`config.mk`:
```
export PLATFORM = sky130hd
export DESIGN_NAME = cvg_divider
export DESIGN_NICKNAME = d
export VERILOG_FILES = /design/src/hw/rtl/cylinder_vertex_generator_macros.svh /design/src/hw/rtl/cvg_pkg.sv /design/src/hw/rtl/cvg_divider.sv
export SDC_FILE = /design/constraint.sdc
export NUM_CORES = 2
export LEC_CHECK = 0
export BUFFER_PORTS_ARGS = -buffer_cell sky130_fd_sc_hd__clkbuf_2
export CAP_MARGIN = 20
export CORE_UTILIZATION = 30
export DETAILED_ROUTE_END_ITERATION = 10
export SYNTH_ARGS = -nofsm -noshare
export SYNTH_HDL_FRONTEND = slang
export SYNTH_SLANG_ARGS = --single-unit
export TNS_END_PERCENT = 1
```
`constraint.sdc`:
```
create_clock -name clk -period 4.06 [get_ports clk]
set_input_delay 0.203 -clock clk [delete_from_list [all_inputs] [get_ports clk]]
set_output_delay 0.203 -clock clk [all_outputs]
set_load 0.1 [all_outputs]
```
`src/hw/rtl/cylinder_vertex_generator_macros.svh`:
```
// Assertion macros for the cylinder vertex generator.
// Taken in by the top level only; no other dependency.
`ifndef CYLINDER_VERTEX_GENERATOR_MACROS_SVH
`define CYLINDER_VERTEX_GENERATOR_MACROS_SVH
`ifndef SYNTHESIS
`define CVG_ASSERT_IMPL(name, clk, rst, pre, post) \
  name: assert property (@(posedge clk) disable iff (rst) (pre) |-> (post)) \
    else $error("cylinder_vertex_generator: check failed");
`define CVG_ASSERT_NEXT(name, clk, rst, pre, post) \
  name: assert property (@(posedge clk) disable iff (rst) (pre) |=> (post)) \
    else $error("cylinder_vertex_generator: check failed");
`else
`define CVG_ASSERT_IMPL(name, clk, rst, pre, post)
`define CVG_ASSERT_NEXT(name, clk, rst, pre, post)
`endif
`endif

```
`src/hw/rtl/cvg_pkg.sv`:
```
// Shared types, constants and step functions of the cylinder vertex generator.
// Used by cvg_divider, cvg_cordic and the top level; depends on nothing.
`timescale 1ns / 1ps

package cvg_pkg;

  localparam int SEG_W        = 11;
  localparam int N_MIN        = 6;
  localparam int N_MAX        = 1024;
  localparam int ANGLE_BITS   = 16;
  localparam int TEX_SHIFT    = 15;
  localparam int DIV_STEPS    = ANGLE_BITS + 1;
  localparam int DIVIDEND_W   = SEG_W + ANGLE_BITS;
  localparam int TURN_W       = 32;
  localparam int CORDIC_STEPS = 20;
  localparam int XY_W         = 33;
  localparam int Z_W          = 32;
  localparam int CS_W         = 32;
  localparam int RAD_W        = 15;
  localparam int LEN_W        = 15;
  localparam int PROD_W       = 48;
  localparam int POS_W        = 16;
  localparam int NORM_W       = 16;
  localparam int TEX_W        = 16;
  localparam int SLOT_W       = 13;
  localparam int CFG_IDX_W    = 2;
  localparam int CFG_DATA_W   = 15;

  localparam logic signed [XY_W-1:0] CORDIC_X0  = XY_W'(64'h26DD3B6A);
  localparam logic signed [CS_W-1:0] ONE_Q30    = CS_W'(64'h40000000);
  localparam logic signed [NORM_W-1:0] NORM_ONE = NORM_W'(16384);
  localparam logic [TEX_W-1:0] TEX_ONE          = TEX_W'(32768);

  typedef logic [SEG_W-1:0] seg_t;

  typedef enum logic [CFG_IDX_W-1:0] {
    REG_RADIUS   = 2'd0,
    REG_LENGTH   = 2'd1,
    REG_SEGMENTS = 2'd2,
    REG_CAPS     = 2'd3
  } reg_index_t;

  typedef enum logic [1:0] {
    KIND_SIDE_BOTTOM = 2'd0,
    KIND_SIDE_TOP    = 2'd1,
    KIND_CAP_BOTTOM  = 2'd2,
    KIND_CAP_TOP     = 2'd3
  } vertex_kind_t;

  typedef struct packed {
    seg_t                 idx;
    seg_t                 rem_p;
    seg_t                 rem_u;
    logic [DIV_STEPS-1:0] low_p;
    logic [DIV_STEPS-1:0] low_u;
    logic [DIV_STEPS-1:0] q_p;
    logic [DIV_STEPS-1:0] q_u;
  } div_item_t;

  typedef struct packed {
    seg_t                   idx;
    logic [TEX_W-1:0]       tex_u;
    logic [1:0]             quad;
    logic signed [XY_W-1:0] x;
    logic signed [XY_W-1:0] y;
    logic signed [Z_W-1:0]  z;
  } rot_item_t;

  function automatic div_item_t div_step(input div_item_t a, input seg_t n);
    logic [SEG_W:0] tp;
    logic [SEG_W:0] tu;
    div_item_t r;
    r = a;
    tp = {a.rem_p, a.low_p[DIV_STEPS-1]};
    tu = {a.rem_u, a.low_u[DIV_STEPS-1]};
    r.low_p = a.low_p << 1;
    r.low_u = a.low_u << 1;
    if (tp >= {1'b0, n}) begin
      r.rem_p = SEG_W'(tp - {1'b0, n});
      r.q_p   = {a.q_p[DIV_STEPS-2:0], 1'b1};
    end else begin
      r.rem_p = tp[SEG_W-1:0];
      r.q_p   = {a.q_p[DIV_STEPS-2:0], 1'b0};
    end
    if (tu >= {1'b0, n}) begin
      r.rem_u = SEG_W'(tu - {1'b0, n});
      r.q_u   = {a.q_u[DIV_STEPS-2:0], 1'b1};
    end else begin
      r.rem_u = tu[SEG_W-1:0];
      r.q_u   = {a.q_u[DIV_STEPS-2:0], 1'b0};
    end
    return r;
  endfunction

  function automatic logic signed [Z_W-1:0] atan_turn(input int unsigned k);
    case (k)
      0:  return Z_W'(536870912);
      1:  return Z_W'(316933406);
      2:  return Z_W'(167458907);
      3:  return Z_W'(85004756);
      4:  return Z_W'(42667331);
      5:  return Z_W'(21354465);
      6:  return Z_W'(10680862);
      7:  return Z_W'(5340245);
      8:  return Z_W'(2670675);
      9:  return Z_W'(1335087);
      10: return Z_W'(667544);
      11: return Z_W'(333772);
      12: return Z_W'(166886);
      13: return Z_W'(83443);
      14: return Z_W'(41722);
      15: return Z_W'(20861);
      16: return Z_W'(10430);
      17: return Z_W'(5215);
      18: return Z_W'(2608);
      19: return Z_W'(1304);
      default: return '0;
    endcase
  endfunction

  function automatic rot_item_t rot_step(input rot_item_t a, input int unsigned k);
    logic signed [XY_W-1:0] dx;
    logic signed [XY_W-1:0] dy;
    rot_item_t r;
    r = a;
    dx = $signed(a.y) >>> k;
    dy = $signed(a.x) >>> k;
    if (!a.z[Z_W-1]) begin
      r.x = a.x - dx;
      r.y = a.y + dy;
      r.z = a.z - atan_turn(k);
    end else begin
      r.x = a.x + dx;
      r.y = a.y - dy;
      r.z = a.z + atan_turn(k);
    end
    return r;
  endfunction

  function automatic logic signed [CS_W-1:0] sat_unit(input logic signed [XY_W-1:0] v);
    if (v > XY_W'(ONE_Q30)) begin
      return ONE_Q30;
    end else if (v < -XY_W'(ONE_Q30)) begin
      return -ONE_Q30;
    end
    return CS_W'(v);
  endfunction

  function automatic logic signed [NORM_W-1:0] norm_of(input logic signed [CS_W-1:0] v);
    logic signed [CS_W:0] t;
    t = ($signed({v[CS_W-1], v}) + (CS_W+1)'(32768)) >>> 16;
    if (t > (CS_W+1)'(16384)) begin
      return NORM_ONE;
    end else if (t < -(CS_W+1)'(16384)) begin
      return -NORM_ONE;
    end
    return NORM_W'(t);
  endfunction

  function automatic logic signed [POS_W-1:0] pos_of(input logic signed [PROD_W-1:0] p);
    logic signed [PROD_W-1:0] t;
    t = (p + (PROD_W'(1) <<< 29)) >>> 30;
    if (t > PROD_W'(32767)) begin
      return POS_W'(32767);
    end else if (t < -PROD_W'(32768)) begin
      return POS_W'(-32768);
    end
    return POS_W'(t);
  endfunction

endpackage

```
`src/hw/rtl/cvg_divider.sv`:
```
// Pipelined restoring divider: phase and texture u of a ring index over the
// segment count, one quotient bit per stage. Depends on cvg_pkg.
`timescale 1ns / 1ps

module cvg_divider (
  input  logic                clk,
  input  logic                rst,
  input  logic                en,
  input  logic                item_valid,
  input  cvg_pkg::seg_t       item_idx,
  input  cvg_pkg::seg_t       n,
  output logic                result_valid,
  output cvg_pkg::div_item_t  result
);

  cvg_pkg::div_item_t                    stage [cvg_pkg::DIV_STEPS];
  logic [cvg_pkg::DIV_STEPS-1:0]         vld;
  cvg_pkg::div_item_t                    init;
  logic [cvg_pkg::DIVIDEND_W-1:0]        dp;
  logic [cvg_pkg::DIVIDEND_W-1:0]        du;

  always_comb begin
    dp = (cvg_pkg::DIVIDEND_W'(item_idx) << cvg_pkg::ANGLE_BITS)
       + cvg_pkg::DIVIDEND_W'(n >> 1);
    du = (cvg_pkg::DIVIDEND_W'(item_idx) << cvg_pkg::TEX_SHIFT)
       + cvg_pkg::DIVIDEND_W'(n >> 1);
    init.idx   = item_idx;
    init.rem_p = cvg_pkg::SEG_W'(dp[cvg_pkg::DIVIDEND_W-1:cvg_pkg::DIV_STEPS]);
    init.rem_u = cvg_pkg::SEG_W'(du[cvg_pkg::DIVIDEND_W-1:cvg_pkg::DIV_STEPS]);
    init.low_p = dp[cvg_pkg::DIV_STEPS-1:0];
    init.low_u = du[cvg_pkg::DIV_STEPS-1:0];
    init.q_p   = '0;
    init.q_u   = '0;
  end

  always_ff @(posedge clk) begin
    if (rst) begin
      vld <= '0;
    end else if (en) begin
      vld <= {vld[cvg_pkg::DIV_STEPS-2:0], item_valid};
    end
  end

  always_ff @(posedge clk) begin
    if (en) begin
      stage[0] <= cvg_pkg::div_step(init, n);
      for (int j = 1; j < cvg_pkg::DIV_STEPS; j++) begin
        stage[j] <= cvg_pkg::div_step(stage[j-1], n);
      end
    end
  end

  assign result_valid = vld[cvg_pkg::DIV_STEPS-1];
  assign result       = stage[cvg_pkg::DIV_STEPS-1];

endmodule

```
==> impl_metrics.ini <==
[worst_hold_path]
min_path_cells = 2
hold_class = primary input to flop

[floorplan]
start_util_pct = 30.3
die_width_um = 413
io_pins = 128
die_y_um = 413
rows = 150
coreArea_um2 = 168000
die-area_um2 = 171000

[setup_path]
crit_type = flop to flop
crit_path_start_kind = flop
reg2reg_depth = 10
cp_data_required_time_ns = 4.52
arrival_ns = 3.63
end_kind = flop
critPathMaxFanout = 12

[synth]
synth.top_cells.by_count = edfxtp_1, ha_1, a21oi_1
ys_seq_area_share_pct = 58.8
syn-cell-area_um2 = 50700
synth-edff-count = 982
avgSynthCellArea_um2 = 13.3
netlist_instances = 3820
synth_most_common_cell = edfxtp_1
yosys_warnings = 0
ys.flop_type = edfxtp_1
netlist.area_leader.share_pct = 58.1
synth_largest_area_cell = edfxtp_1
ys_ff_latch = 999
synth_cell_types = 77
synthArstFlopShare_pct = 0
yosys-top-cells-area = edfxtp_1, ha_1, mux2_2, a21oi_1, xnor2_1

[global_routing]
overflow = 0
grt_pass1_vias = 29300
antenna_found_initial = 4
grt_max_degree = 151
grt_pass1_wl_mm = 155
track_usage_pct = 11.2

[clock_network]
clk_latency_ns = 0.73
cts_tree = built
path_clk_slew_ns = 0.06
post_cts_buffers = 0
clock_sinks = 999
cts_buffers = 108
postCtsResizedCells = 0
clock-root-buffer = clkbuf_16
clockBufferDepth = 3
cts_max_level = 3

[place]
dpl_cell_area_um2 = 53700
dp_hpwl_mm = 65.6
dp_slack_ns = 0.462
place_inst = 6048
io_buffers = 93
place_congestion = 0.821

[timing]
worstMarginPinSlew_ns = 1.09
finalMaxSlewViolations = 0
fin_setup_tns_ns = 0
hold_viol_final = 0
fmax_mhz = 316
timing.hold.ws_ns = 0.153
max_slew_margin_pct = 27.0
skew_ns = 0.0485
fin_ws_ns = 0.899
post-route-period-util_pct = 77.9
setup_viol = 0
rsz0062_at_grt = no
min_period_ns = 3.16

[drt]
dr.first_iter.drc_count = 2058
postRouteAntennaNets = 0
vias = 30000
post-route-drc-count = 0
viasPerCell = 4.78
drtPass1Iterations = 5
drt-total-wl_mm = 97.8
wl_per_cell_um = 15.6

[power_and_ir_drop]
max-vdd-ir-drop_mv = 0.406
pwr_density_cell_nw_per_um2 = 733
intPower_mw = 27.6
leakage_nw = 21.6
finalPower_mw = 42.2
seqPwrFrac_pct = 37.9
p_comb_share_pct = 39.0
power_switching_mw = 14.6
pwr-share-clk_pct = 23.1
netSwitchingFraction_pct = 34.6

[finish]
final_cells = 6278
area_growth_pct = 13.4
final_util_pct = 34.3
drive_above_1_share_pct = 13.8
nets = 4402
n_fill_cell = 16100
num_antenna_cells = 0
fin_area_um2 = 57500

[run]
cap_violations = 0

[run_status]
status = completed
-- power groups by stage --
stage	clock network [mW]	registers, mW	logic [mW]
2_1_floorplan	0	15.6	13.6
3_3_place_gp	0	16.2	16.0
3_5_place_dp	0	16.2	16.3
4_1_cts	10.1	16.0	16.5
5_1_grt	10.5	16.2	18.3
6_report	9.74	16.0	16.4
-- cells by family after synthesis --
group	after synthesis	share of synthesized area, %
AO/OA/AOI/OAI	915	11.3
XOR/XNOR	232	4.00
adder cells (fa/ha/maj)	397	10.3
buffers and inverters	324	3.27
flip-flops	999	58.8
multiplexers	253	5.57
other	1	0.00739
AND/OR/NAND/NOR	699	6.78
-- state kept, by name (all words and copies together), names as in the netlist --
register	count
vld	17
stage	982
-- cells in the final DEF, fill, tap and decap left out, types with 22 or more instances in the layout --
cell type,netlist,final
nand3_1,45,45
nor2b_1,54,54
a211oi_1,22,22
o21a_1,36,36
clkinv_1,0,25
xnor2_1,153,153
edfxtp_1,982,982
mux2_2,199,199
nand2b_1,37,37
conb_1,1,34
clkbuf_16,0,109
xor2_1,79,79
ha_1,363,363
buf_4,103,45
mux2i_1,42,42
a21oi_1,311,311
clkbuf_2,0,92
o21bai_1,34,34
dlygate4sd3_1,0,24
a21o_1,90,90
fa_1,34,34
a31oi_1,39,39
o21ai_0,198,195
nand4_1,31,31
nor2_1,228,228
inv_1,162,153
nand2_1,170,170
-- area by class of cell --
cell class / instances / area, um^2 / share of cell area, %
Inverter: 162 / 608 / 1.06
Tap cell: 2204 / 2760 / 4.79
Multi-Input combinational cell: 2530 / 19400 / 33.7
Clock inverter: 77 / 753 / 1.31
Timing Repair Buffer: 178 / 1370 / 2.39
Sequential cell: 999 / 29800 / 51.8
Clock buffer: 128 / 2820 / 4.90
-- routing by layer --
metal | routed length (um) | track usage [%]
met1 | 44900 | 14.4
met2 | 47300 | 19.3
met3 | 3650 | 2.00
met4 | 2000 | 3.09
met5 | 24 | 0
-- what timing repair did --
item                                   4_1_cts  5_1_grt
setup endpoints to repair                    0        0
endpoints found under the hold margin       85        0
hold buffers                                24        0
-- critical path, cell delays in order, from the launching register on --
cell and delay (ns):
edfxtp_1 0.40, inv_1 0.08, ha_1 0.25, fa_1 0.42
nor2b_1 0.14, o21ai_1 0.07, nand2b_1 0.15, a41o_1 0.12
a21oi_1 0.07, o21ai_1 0.79, mux2_2 0.43
-- final timing paths --
check	start	end	slack, ns
min reg2reg	stage[0][1013]	stage[0][1113]	0.38
min	n[1]	stage[0][50]	0.15
max	stage[0][1055]	stage[0][1168]	0.90
max reg2reg	stage[0][1055]	stage[0][1168]	0.90
Note: power is estimated with default switching activity, not from simulation.
